### config.mk
export PLATFORM = sky130hd
export DESIGN_NAME = oid_arc_base128_encoder
export DESIGN_NICKNAME = d
export VERILOG_FILES = /design/src/rtl/core/oab_pkg.sv /design/src/rtl/core/oid_arc_base128_encoder.sv /design/src/rtl/core/oab_front.sv /design/src/rtl/core/oab_queue.sv /design/src/rtl/core/oab_back.sv
export SDC_FILE = /design/constraint.sdc
export NUM_CORES = 1
export LEC_CHECK = 0
export ABC_CLOCK_PERIOD_IN_PS = 3300
export BUFFER_PORTS_ARGS = -buffer_cell sky130_fd_sc_hd__buf_2
export CELL_PAD_IN_SITES_DETAIL_PLACEMENT = 1
export CELL_PAD_IN_SITES_GLOBAL_PLACEMENT = 1
export CORE_AREA = 2 2 170 122
export DETAILED_ROUTE_END_ITERATION = 6
export DIE_AREA = 0 0 172 124
export GPL_TIMING_DRIVEN = 0
export PLACE_DENSITY_LB_ADDON = 0.1
export SLEW_MARGIN = 30
export SYNTH_ARGS = -nofsm -noshare
export SYNTH_HDL_FRONTEND = slang
export SYNTH_HIERARCHICAL = 1
export SYNTH_SLANG_ARGS = --single-unit
### constraint.sdc
create_clock -name clk -period 3.3 [get_ports clk]
set_clock_uncertainty 0.15 [all_clocks]
set_input_delay 0.33 -clock clk [delete_from_list [all_inputs] [get_ports clk]]
set_output_delay 0.33 -clock clk [all_outputs]
set_load 0.05 [all_outputs]
### src/rtl/core/oab_pkg.sv
// Package of shared types and constants for the object identifier arc encoder.
`timescale 1ns / 1ps

package oab_pkg;

  // Width of one incoming arc value.
  localparam int unsigned ARC_W = 32;
  // Width of first*40 and of first*40 + second.
  localparam int unsigned HELD_W = 38;
  localparam int unsigned COMB_W = 39;
  // Width of one base-128 group and of one output byte.
  localparam int unsigned GROUP_W = 7;
  localparam int unsigned BYTE_W = 8;

  // Position of the next arc inside the identifier.
  typedef enum logic [1:0] {
    POS_FIRST,
    POS_SECOND,
    POS_LATER
  } oab_pos_t;

  // Status of the queue between the front and back parts.
  typedef struct packed {
    logic full;
    logic empty;
  } oab_qstat_t;

endpackage

### src/rtl/core/oid_arc_base128_encoder.sv
// Top level of the object identifier arc encoder.
`timescale 1ns / 1ps
// Object identifier arcs enter one beat at a time on the arc channel
// (arc_valid, arc_stall, arc_value, last_arc); the final arc of an identifier
// has last_arc set. Encoded contents bytes leave on the byte channel
// (byte_valid, byte_stall, out_byte, arc_end, oid_end, arc_error).
// The first arc is held and sends nothing; the second is combined as
// first*40 + second; later arcs are sent as they are. Each value goes out as
// one to MAX_GROUPS bytes, most significant group first. A value too wide, or
// an identifier of one arc, gives a single zero byte with arc_error set.
// With the back part idle, an accepted arc is written into the queue and then
// loaded into the value register of the back part, which offers its first byte.
// Each arc leaves as one to MAX_GROUPS bytes, sent back to back on the single
// byte-wide output channel of the back part unless byte_stall holds them;
// the arc channel takes one beat a cycle while the two-entry queue has room.
// Reset clears the arc position, the queue and the valid flag of the output;
// no byte is valid after reset. While byte_stall is high the current byte holds,
// the queue fills, and arc_stall rises once both entries are taken.

module oid_arc_base128_encoder #(
  parameter int unsigned MAX_GROUPS = 4
) (
  input  logic                       clk,
  input  logic                       rst,
  input  logic                       arc_valid,
  output logic                       arc_stall,
  input  logic [oab_pkg::ARC_W-1:0]  arc_value,
  input  logic                       last_arc,
  output logic                       byte_valid,
  input  logic                       byte_stall,
  output logic [oab_pkg::BYTE_W-1:0] out_byte,
  output logic                       arc_end,
  output logic                       oid_end,
  output logic                       arc_error
);

  localparam int unsigned VW = oab_pkg::GROUP_W * MAX_GROUPS;
  localparam int unsigned EW = (oab_pkg::COMB_W > VW) ? oab_pkg::COMB_W : VW;

  oab_pkg::oab_qstat_t qst;
  logic                q_push;
  logic                q_pop;
  logic [VW+1:0]       q_wdata;
  logic [VW+1:0]       q_rdata;

  oab_front #(
    .VW (VW),
    .EW (EW)
  ) u_front (
    .clk       (clk),
    .rst       (rst),
    .arc_valid (arc_valid),
    .arc_stall (arc_stall),
    .arc_value (arc_value),
    .last_arc  (last_arc),
    .qst       (qst),
    .q_push    (q_push),
    .q_data    (q_wdata)
  );

  oab_queue #(
    .W (VW + 2)
  ) u_queue (
    .clk   (clk),
    .rst   (rst),
    .push  (q_push),
    .wdata (q_wdata),
    .pop   (q_pop),
    .rdata (q_rdata),
    .qst   (qst)
  );

  oab_back #(
    .MG (MAX_GROUPS),
    .VW (VW)
  ) u_back (
    .clk        (clk),
    .rst        (rst),
    .q_data     (q_rdata),
    .qst        (qst),
    .q_pop      (q_pop),
    .byte_valid (byte_valid),
    .byte_stall (byte_stall),
    .out_byte   (out_byte),
    .arc_end    (arc_end),
    .oid_end    (oid_end),
    .arc_error  (arc_error)
  );

  // The queue is never full and empty at once.
  a_queue_state: assert property (@(posedge clk) disable iff (rst)
    !(qst.full && qst.empty))
    else $error("queue reports full and empty together");

  // The end of an identifier is always the end of an arc.
  a_oid_arc_end: assert property (@(posedge clk) disable iff (rst)
    byte_valid && oid_end |-> arc_end)
    else $error("oid_end without arc_end");

  // An error result carries a zero byte.
  a_error_byte: assert property (@(posedge clk) disable iff (rst)
    byte_valid && arc_error |-> (out_byte == '0) && arc_end)
    else $error("error result with non-zero byte");

  // A byte with more to follow is followed at once by the next byte.
  a_run_continues: assert property (@(posedge clk) disable iff (rst)
    byte_valid && !byte_stall && !arc_end |=> byte_valid)
    else $error("byte run broken");

endmodule

### src/rtl/core/oab_front.sv
// Front part: accepts arcs, combines the first two and classifies each value.
`timescale 1ns / 1ps

module oab_front #(
  parameter int unsigned VW = 28,
  parameter int unsigned EW = 39
) (
  input  logic                        clk,
  input  logic                        rst,
  input  logic                        arc_valid,
  output logic                        arc_stall,
  input  logic [oab_pkg::ARC_W-1:0]   arc_value,
  input  logic                        last_arc,
  input  oab_pkg::oab_qstat_t         qst,
  output logic                        q_push,
  output logic [VW+1:0]               q_data
);

  oab_pkg::oab_pos_t               pos, pos_next;
  logic [oab_pkg::HELD_W-1:0]      held40, held40_next;
  logic [EW-1:0]                   ext;
  logic [oab_pkg::COMB_W-1:0]      comb_sum;
  logic                            accept;
  logic                            too_wide;
  logic                            err;

  assign arc_stall = qst.full;
  assign accept    = arc_valid && !qst.full;

  // first*40 + second, with first*40 held from the previous beat.
  assign comb_sum = oab_pkg::COMB_W'(held40) + oab_pkg::COMB_W'(arc_value);

  // State register and the held product.
  always_ff @(posedge clk) begin
    if (rst) begin
      pos <= oab_pkg::POS_FIRST;
    end else begin
      pos <= pos_next;
    end
    held40 <= held40_next;
  end

  // Next position, value selection and queue write.
  always_comb begin
    pos_next    = pos;
    held40_next = held40;
    q_push      = 1'b0;
    ext         = '0;
    err         = 1'b0;
    case (pos)
      oab_pkg::POS_FIRST: begin
        if (accept) begin
          held40_next = {1'b0, arc_value, 5'b0} + {3'b0, arc_value, 3'b0};
          if (last_arc) begin
            // An identifier of one arc gives one error result.
            q_push = 1'b1;
            err    = 1'b1;
          end else begin
            pos_next = oab_pkg::POS_SECOND;
          end
        end
      end
      oab_pkg::POS_SECOND: begin
        ext = EW'(comb_sum);
        if (accept) begin
          q_push   = 1'b1;
          pos_next = last_arc ? oab_pkg::POS_FIRST : oab_pkg::POS_LATER;
        end
      end
      default: begin
        ext = EW'(arc_value);
        if (accept) begin
          q_push   = 1'b1;
          pos_next = last_arc ? oab_pkg::POS_FIRST : oab_pkg::POS_LATER;
        end
      end
    endcase
  end

  // A value wider than the group limit becomes an error entry of value zero.
  assign too_wide = (ext >> VW) != '0;

  always_comb begin
    if (err || too_wide) begin
      q_data = {1'b1, last_arc, {VW{1'b0}}};
    end else begin
      q_data = {1'b0, last_arc, ext[VW-1:0]};
    end
  end

endmodule

### src/rtl/core/oab_queue.sv
// Two-entry queue that decouples the front and back parts.
`timescale 1ns / 1ps

module oab_queue #(
  parameter int unsigned W = 30
) (
  input  logic                 clk,
  input  logic                 rst,
  input  logic                 push,
  input  logic [W-1:0]         wdata,
  input  logic                 pop,
  output logic [W-1:0]         rdata,
  output oab_pkg::oab_qstat_t  qst
);

  logic [W-1:0] entry [2];
  logic         wptr;
  logic         rptr;
  logic [1:0]   count;

  assign qst.full  = (count == 2'd2);
  assign qst.empty = (count == 2'd0);
  assign rdata     = entry[rptr];

  // Pointers and fill count.
  always_ff @(posedge clk) begin
    if (rst) begin
      wptr  <= 1'b0;
      rptr  <= 1'b0;
      count <= 2'd0;
    end else begin
      if (push) begin
        wptr <= !wptr;
      end
      if (pop) begin
        rptr <= !rptr;
      end
      case ({push, pop})
        2'b10:   count <= count + 2'd1;
        2'b01:   count <= count - 2'd1;
        default: count <= count;
      endcase
    end
  end

  // Entry storage.
  always_ff @(posedge clk) begin
    if (push) begin
      entry[wptr] <= wdata;
    end
  end

endmodule

### src/rtl/core/oab_back.sv
// Back part: sends each queued value as base-128 bytes, most significant first.
`timescale 1ns / 1ps

module oab_back #(
  parameter int unsigned MG = 4,
  parameter int unsigned VW = 28
) (
  input  logic                       clk,
  input  logic                       rst,
  input  logic [VW+1:0]              q_data,
  input  oab_pkg::oab_qstat_t        qst,
  output logic                       q_pop,
  output logic                       byte_valid,
  input  logic                       byte_stall,
  output logic [oab_pkg::BYTE_W-1:0] out_byte,
  output logic                       arc_end,
  output logic                       oid_end,
  output logic                       arc_error
);

  localparam int unsigned IW = (MG > 1) ? $clog2(MG) : 1;

  logic                         have;
  logic [VW-1:0]                val;
  logic                         last;
  logic                         err;
  logic [IW-1:0]                idx;
  logic [IW-1:0]                top_grp;
  logic [oab_pkg::GROUP_W-1:0]  grp;
  logic                         fire;
  logic                         done;

  assign fire  = have && !byte_stall;
  assign done  = !have || (fire && (idx == '0));
  assign q_pop = done && !qst.empty;

  // Index of the highest non-zero group of the value at the queue head.
  always_comb begin
    top_grp = '0;
    for (int g = 1; g < MG; g++) begin
      if (q_data[oab_pkg::GROUP_W*g +: oab_pkg::GROUP_W] != '0) begin
        top_grp = IW'(g);
      end
    end
  end

  // Group selected for the current byte.
  always_comb begin
    grp = '0;
    for (int g = 0; g < MG; g++) begin
      if (idx == IW'(g)) begin
        grp = val[oab_pkg::GROUP_W*g +: oab_pkg::GROUP_W];
      end
    end
  end

  always_ff @(posedge clk) begin
    if (rst) begin
      have <= 1'b0;
    end else if (done) begin
      have <= !qst.empty;
    end
  end

  // Load the next value when idle or as the last byte of the current one goes out.
  always_ff @(posedge clk) begin
    if (q_pop) begin
      val  <= q_data[VW-1:0];
      last <= q_data[VW];
      err  <= q_data[VW+1];
      idx  <= top_grp;
    end else if (fire) begin
      idx <= idx - IW'(1);
    end
  end

  assign byte_valid = have;
  assign arc_end    = (idx == '0);
  assign oid_end    = last && (idx == '0);
  assign arc_error  = err;
  assign out_byte   = {(idx != '0), grp};

endmodule
==> results of run 1 <==
## state kept, by name (all words and copies together), names as in the netlist, named ones only
register / count
u_queue/entry: 60
u_front/held40: 35
u_back/val: 28
u_back/idx: 2
u_front/pos: 2
u_queue/count: 2
u_back/arc_error: 1
u_back/byte_valid: 1
u_back/last: 1
u_queue/rptr: 1
u_queue/wptr: 1
## report_power, final
| group | internal, mW | total [mW] | switching (mW) |
|---|---|---|---|
| Combinational | 1.25 | 3.49 | 2.24 |
| Clock | 1.15 | 1.99 | 0.839 |
| Sequential | 2.38 | 2.55 | 0.173 |
## cell type report
class	instances	area (sq um)
repair buffers	96	698.2
plain buffers	16	103.9
clock buffers	17	425.4
well taps	270	337.8
flip-flops and latches	135	3974
multi-input cells	626	5218
clock inverters	15	187.7
inverters	33	123.9
fillers	2101	8516
## cell usage in the layout (no fill, tap or decap), types with 15 or more instances in the layout
cell type,n
xnor2_1,33
xor2_1,15
o21ai_0,33
a21o_1,24
mux2_2,30
edfxtp_1,127
ha_1,49
nor2_1,41
buf_4,35
clkbuf_16,18
inv_1,30
a21oi_1,63
nand2_1,60
nor2b_1,16
buf_2,52
## logic make-up (layout without fill, tap and decap cells)
group           count (synthesis)  after routing  synth area share, %
compound gates                251            251                19.66
flops                         135            135                45.72
buf+inv                        52            177                2.505
xor+xnor                       51             51                5.139
simple gates                  224            224                12.93
mux                            33             33                4.232
fa+ha+maj                      67             67                9.817
## timing repair
item / CTS / global route
hold buffers: 3 / 0
endpoints found under the hold margin: 3 / 0
setup buffers: 25 / 16
pin swaps: 49 / 26
gates cloned: 2 / 0
endpoints found under the setup margin: 66 / 63
gates resized for setup: 111 / 32
## routing by layer
layer,vias up,routed length [um]
li1,3330,-
met5,-,0
met2,213,12730
met3,30,1297
met4,0,333
met1,3627,13280
## worst max-delay path, delay by kind of cell (launching register included)
kind,cells,cell delay (ns)
compound gates,7,1.40
fa+ha+maj,1,0.31
buf+inv,3,0.55
flops,1,0.43
simple gates,2,0.66
## stage by stage
step	util (%)	area, sq um	hold slack (ns)
6_report	56.52	11070	0.05022
5_1_grt	56.52	11070	0.05531
4_1_cts	55.03	10780	0.02372
3_5_place_dp	47.82	9365	0.3750
3_3_place_gp	47.37	9276	0.3293
2_1_floorplan	-	8693	0.2491
## final timing paths
| check | start | endpoint | slack, ns | cells past startpoint |
|---|---|---|---|---|
| worst max-delay path | u_front/held40[9] | u_queue/entry[0][26] | -0.39 | 13 |
| worst min-delay path | rst | u_back/byte_valid | 0.05 | 2 |
| worst max register to register | u_front/held40[9] | u_queue/entry[0][26] | -0.39 | 13 |
| worst min register to register | u_queue/entry[0][28] | u_back/last | 0.41 | 1 |
==> results summary, run 1 <==
The flow ran to the end, but the final reports show violations. The final reports fail on setup timing. The count of endpoints failing hold in the final timing report came to 0. The overall overflow remaining after global route is 0. The worst setup path is launched from a register. For this run, the leading register cell type out of synthesis is edfxtp_1. The count of final max-slew check failures came out at 0.

The fraction of layout instances using a drive strength above 1 came out at 27.61%. The CTS tree is built. Yosys attributes the largest share of cell area to edfxtp_1 (44%), ha_1 (9.4%), a21oi_1 (4.0%), mux2_2 (3.9%), xnor2_1 (3.6%).

STA classifies the critical path endpoint as a register. The async set or reset register ratio after synthesis came out at 0%. The largest single stage delay on the critical path is 0.50 ns. The half-perimeter wire length after placement is 19160 um. The site row count is 43.

The die is 124 um tall. The post-synth design cell area came out at 8692 sq um. Entering global routing, the biggest net connects 33 pins. Routability-driven placement finished with a final weighted congestion of 0.8745. The global-route met1 utilization is 37.05%. The total of buffers placed on input and output ports came out at 49.

Counting flops with a built-in enable in the synthesized netlist gives 127. 50 I/O pins were placed. Counting tap cells, the placed design contains a total of 1135 instances. The met2 usage in global routing came out at 42.12%. The Yosys warning count came out at 6.

The critical path required time is 3.40 ns. The final worst-path setup slack is -0.3855 ns. The dominant cell by count in the synthesized netlist is edfxtp_1. The routed wirelength normalized by instance count is 22.88 um. The summed negative setup slack over all endpoints is -15.92 ns. The die area is 21330 sq um.

The synthesized design spends more area on one cell type than any other, namely edfxtp_1. The signed area change from the synthesized netlist to the final layout came out at 27.34%. The initial antenna violation count was 0. Dividing the synthesized area by the synthesized cell count gives 10.69 sq um. The finished layout holds 1208 standard cells, fillers aside. The tree is rooted in a clkbuf_16. The critical path goes through ha_4, o211ai_1, a21oi_2, o41ai_4, buf_4, a31o_4, or4b_4, a21o_1, a2111oi_4, buf_6, nand4_4, buf_12, o21ai_4. Clock tree synthesis inserted a total of 17 buffers.

The total length of routed wires is 27640 um. The H-tree level count is 4. After layout, the minimum clock period comes to 3.685 ns. Synthesis instantiated 69 different standard cells from the library.

The number of synthesized register bits came out at 135. The clock net sink count came out at 135. The peak fanout along the critical path came out at 5. The critical path is of the reg2reg type. The worst hold-check path type is in2reg.

The first-pass GRT wire length came out at 41700 um. The via count of the first global-routing pass came out at 7329. The worst IR drop on VDD came out at 0.0004014 V. The slowest stage of the critical path is the or4b_4 cell. The net count of the finished layout is 1029. The pre-CTS worst setup slack is -1.052 ns. The effective utilization at floorplan is 44.38%. The remaining antenna violation count is 0.

The longest clock path from root to sink contains 2 buffers. For the pin with the worst max-slew slack, the measured transition is 1.103 ns. The detailed router finished its first iteration with 501 violations.

The arrival time at the worst endpoint is 3.79 ns. After global routing, the most crowded layer is met2. The total of max-cap violations is 0. In this run the standard cell core region covers 19580 sq um. The detailed-route DRC error count is 0. The combined global-route utilization of all metal layers came out at 25.90%.

The area share of the leading cell type in the synthesized netlist came out at 43.88%. The repair_antennas step left the layout with diodes totalling 0. For this design the static power due to leakage is 4.099 nW. The via count normalized by instance count came out at 5.960.

The sequential element share of the synthesized area came out at 45.72%. The met3 track demand over resource came out at 3.654%. The peak clock frequency supported by timing came out at 271.3 MHz.

The number of nets in the synthesized netlist is 917. The count of mapped cells out of synthesis is 813. The commonest cells after synthesis are edfxtp_1 (127), a21oi_1 (70), ha_1 (65). Setup repair after global routing could not meet its margin everywhere.

The final clock period utilization by the worst path came out at 111.7%. The total chip power came out at 8.028 mW. The headroom to the max-slew limit came out at 25.71%.

The final setup violation count came out at 58. The number of optimization iterations in the first detailed-route pass came out at 5. The power density of the placed cells is 725.3 nW/um^2.

The width of the die is 172 um. The vias after detailed routing came out at 7200. Clock latency on the worst-skew pair, taken at its later pin, is 0.43 ns. The clock slew seen by the registers of the worst setup and hold paths is 0.06 ns.
No activity file was read; power rests on OpenSTA's default activity.
==> run 2, diff against run 1 <==
--- a/config.mk
+++ b/config.mk
@@ -6,12 +6,12 @@
 export NUM_CORES = 1
 export LEC_CHECK = 0
 export ABC_CLOCK_PERIOD_IN_PS = 3300
-export BUFFER_PORTS_ARGS = -buffer_cell sky130_fd_sc_hd__buf_2
+export BUFFER_PORTS_ARGS = -buffer_cell sky130_fd_sc_hd__buf_4
 export CELL_PAD_IN_SITES_DETAIL_PLACEMENT = 1
 export CELL_PAD_IN_SITES_GLOBAL_PLACEMENT = 1
-export CORE_AREA = 2 2 170 122
+export CORE_AREA = 2 2 226 162
 export DETAILED_ROUTE_END_ITERATION = 6
-export DIE_AREA = 0 0 172 124
+export DIE_AREA = 0 0 228 164
 export GPL_TIMING_DRIVEN = 0
 export PLACE_DENSITY_LB_ADDON = 0.1
 export SLEW_MARGIN = 30
==> run 2 against run 1 <==
Compared with the run above:
- the flow still finishes with violations (setup timing)
- routed wire length down 2.4%
- sequential cell count unchanged
- combinational power down 2%
- die area up 75%
- non-clock buffer count down 8
- global-route usage down 11 points
- clock power down 7%
- count of clock-buffer cells in the layout up 2
- maximum frequency up 2.1%
- sequential power about the same
- cell count up 17%
==> results summary, run 2 (same netlist as run 1, synthesis figures left out) <==
The flow ran to the end, but the final reports show violations. The checks that failed: setup timing. The number of antenna diodes in the final layout is 0. The fill cell instance count of the final layout is 3936. The clock latency reported for the late side of the worst-skew pair is 0.43 ns. In the final layout, the share of cells above drive strength 1 is 26.24%. The routed wirelength normalized by instance count is 19.14 um. The initial utilization of the core area, before any placement, comes to 24.65%. The count of endpoints failing hold in the final timing report came out at 0. TritonCTS built the clock tree. After the first detailed-routing iteration, the DRC count stood at 310.

At the end of routability-driven placement, the weighted congestion stood at 0.7597. The flip-flop count of the largest register, all copies and words added is 60. Combinational logic is responsible for 44.0% of the overall power. The number of top-level pins is 50. After clock tree synthesis, the clock-pin slew on the worst setup and hold paths is 0.07 ns. The first-pass GRT wire length came out at 42260 um. The worst IR drop on VDD came out at 0.0003566 V. The power spent charging and discharging nets came out at 3.112 mW. The sort of element at the end of the critical path is a register. The count of final max-slew check failures is 0.

Counting flops per register, the top entry is u_queue/entry. At the worst endpoint, the required time is 3.41 ns. The total cell area at the placement stage came out at 9753 sq um. The width of the die is 228 um. For this run, the post-layout net count is 1021. The vias after detailed routing is 6715. The initial antenna violation count was 0.

The total of max-cap violations came out at 0. The peak clock frequency supported by timing came out at 276.9 MHz. At the pin with the least slew margin, the transition time is 0.7106 ns. In the layout the commonest cells are edfxtp_1 (127), buf_4 (76), a21oi_1 (64). The H-tree level count is 4. The final critical delay including setup and external delays is 3.611 ns.

The global-route met1 utilization came out at 22.83%. The share of total power dissipated in the clock network is 23.7%. The worst hold-check path type is in2reg. At the worst endpoint, the arrival time is 3.72 ns. Setup violations remaining at the end of the flow were counted as 58. The total length of routed wires came out at 26990 um. Global routing consumed, over all layers together, 14.83% of the routing resources. The internal portion of the total power is 4.696 mW. For this design, the sink count on the clock tree is 135. The via count of the first global-routing pass is 6840. Entering global routing, the biggest net connects 33 pins. Setup repair after global routing could not meet its margin everywhere. The largest registers in the layout are u_queue/entry: 60 flops, u_front/held40: 35 flops, u_back/val: 28 flops. The reported leakage power came out at 4.073 nW.

Summed over all layers, the global routing overflow is 0. The type of element launching the critical path is a register. The library cell used most frequently in the layout, excluding fill and tap cells, is edfxtp_1. The die height came out at 164 um. At the end of the flow the core is filled with cells to 32.01%. The detailed-route DRC error count is 0.

After global routing, the most crowded layer is met1. During placement, the flow inserted port buffers numbering 49. The core box area is 35270 sq um. The peak fanout along the critical path is 5. The final clock period utilization by the worst path came out at 109.4%. The number of buffers created by CTS came out at 17. The tree is rooted in a clkbuf_16.

The share of total power consumed by net switching is 39.86%. The half-perimeter wire length after placement came out at 20540 um. The die covers 37390 sq um. The critical path is of the reg2reg type.

The sequential share of power is 32.3%. The multi-input combinational cells in the finished layout cover a total of 5181 sq um. The count of nets left with antenna violations once routing finished came out at 0. The maximum count of clock buffers along a single path came out at 2. Headroom to the max-slew limit came out at 52.56%. The final worst-path setup slack is -0.3109 ns. From synthesis to final layout, the design area changed by 29.88%. The final standard cell area without fillers came out at 11290 sq um. For this design the ratio of total power to cell area is 691.6 nW/um^2.

Row generation in the floorplan step produced 58 rows. The number of optimization iterations in the first detailed-route pass is 4. The met2 usage in global routing is 21.56%. The total area of sequential cells came out at 3974 sq um. Global routing used 1.997% of the available met3 tracks.

Using the TritonRoute via totals, the vias-per-cell ratio works out to 4.762.
[run 2: layer usage]
layer	up-vias	part of all wire, %
met4	0	0.87
met5	-	0
met3	14	2.2
met1	3305	55
met2	70	42
li1	3326	-
[run 2: critical path, cell delays in order, from the launching register on]
cell and delay [ns]:
edfxtp_1 0.42, ha_4 0.33, a21oi_4 0.06, a21o_1 0.19, a211o_1 0.30, a31o_4 0.22
or4b_4 0.50, a21o_1 0.21, a2111oi_4 0.36, buf_6 0.18, nand4_4 0.13, buf_12 0.19
o21ai_4 0.18
[run 2: path summary, 6_finish.rpt]
kind	cells after the start	slack [ns]	end	start
worst max register to register	12	-0.31	u_queue/entry[1][26]	u_front/held40[15]
worst min register to register	2	0.37	u_queue/count[1]	u_queue/count[1]
worst min-delay path	2	0.07	u_front/held40[5]	arc_value[0]
worst max-delay path	12	-0.31	u_queue/entry[1][26]	u_front/held40[15]
[run 2: what timing repair did]
action,CTS,global route
setup endpoints to repair,63,62
pin swaps,24,17
cloned,2,0
hold buffers,5,0
buffers inserted,19,10
endpoints found under the hold margin,10,0
gates resized for setup,106,32
[run 2: final cells by class]
type	count	share of cell area, %
Clock inverter	13	1.064
Buffer	16	0.9199
Timing Repair Buffer	88	6.672
Inverter	33	1.097
Sequential cell	135	35.20
Tap cell	480	5.320
Clock buffer	19	3.835
Multi-Input combinational cell	626	45.89
[run 2: power groups by stage]
stage	Sequential (mW)	Combinational (mW)	Clock, mW
final	2.52	3.43	1.85
after global routing	2.56	3.77	1.96
after CTS	2.52	3.36	1.91
after detailed placement	2.55	3.06	0
after global placement	2.56	3.04	0
after floorplan	2.53	2.10	0
[run 2: stage by stage]
stage | total power [mW] | hold WS, ns | TNS (ns) | instances | setup WS, ns
floorplan | 4.635 | 0.2491 | 0 | 813 | 0.01196
global placement | 5.605 | 0.3464 | -112.95 | 1342 | -1.454
detailed placement | 5.611 | 0.3579 | -63.36 | 1345 | -1.191
CTS | 7.791 | 0.05082 | -13.88 | 1401 | -0.3103
global route | 8.293 | 0.05680 | -19.56 | 1410 | -0.3976
finish | 7.808 | 0.06989 | -12.97 | 1410 | -0.3109
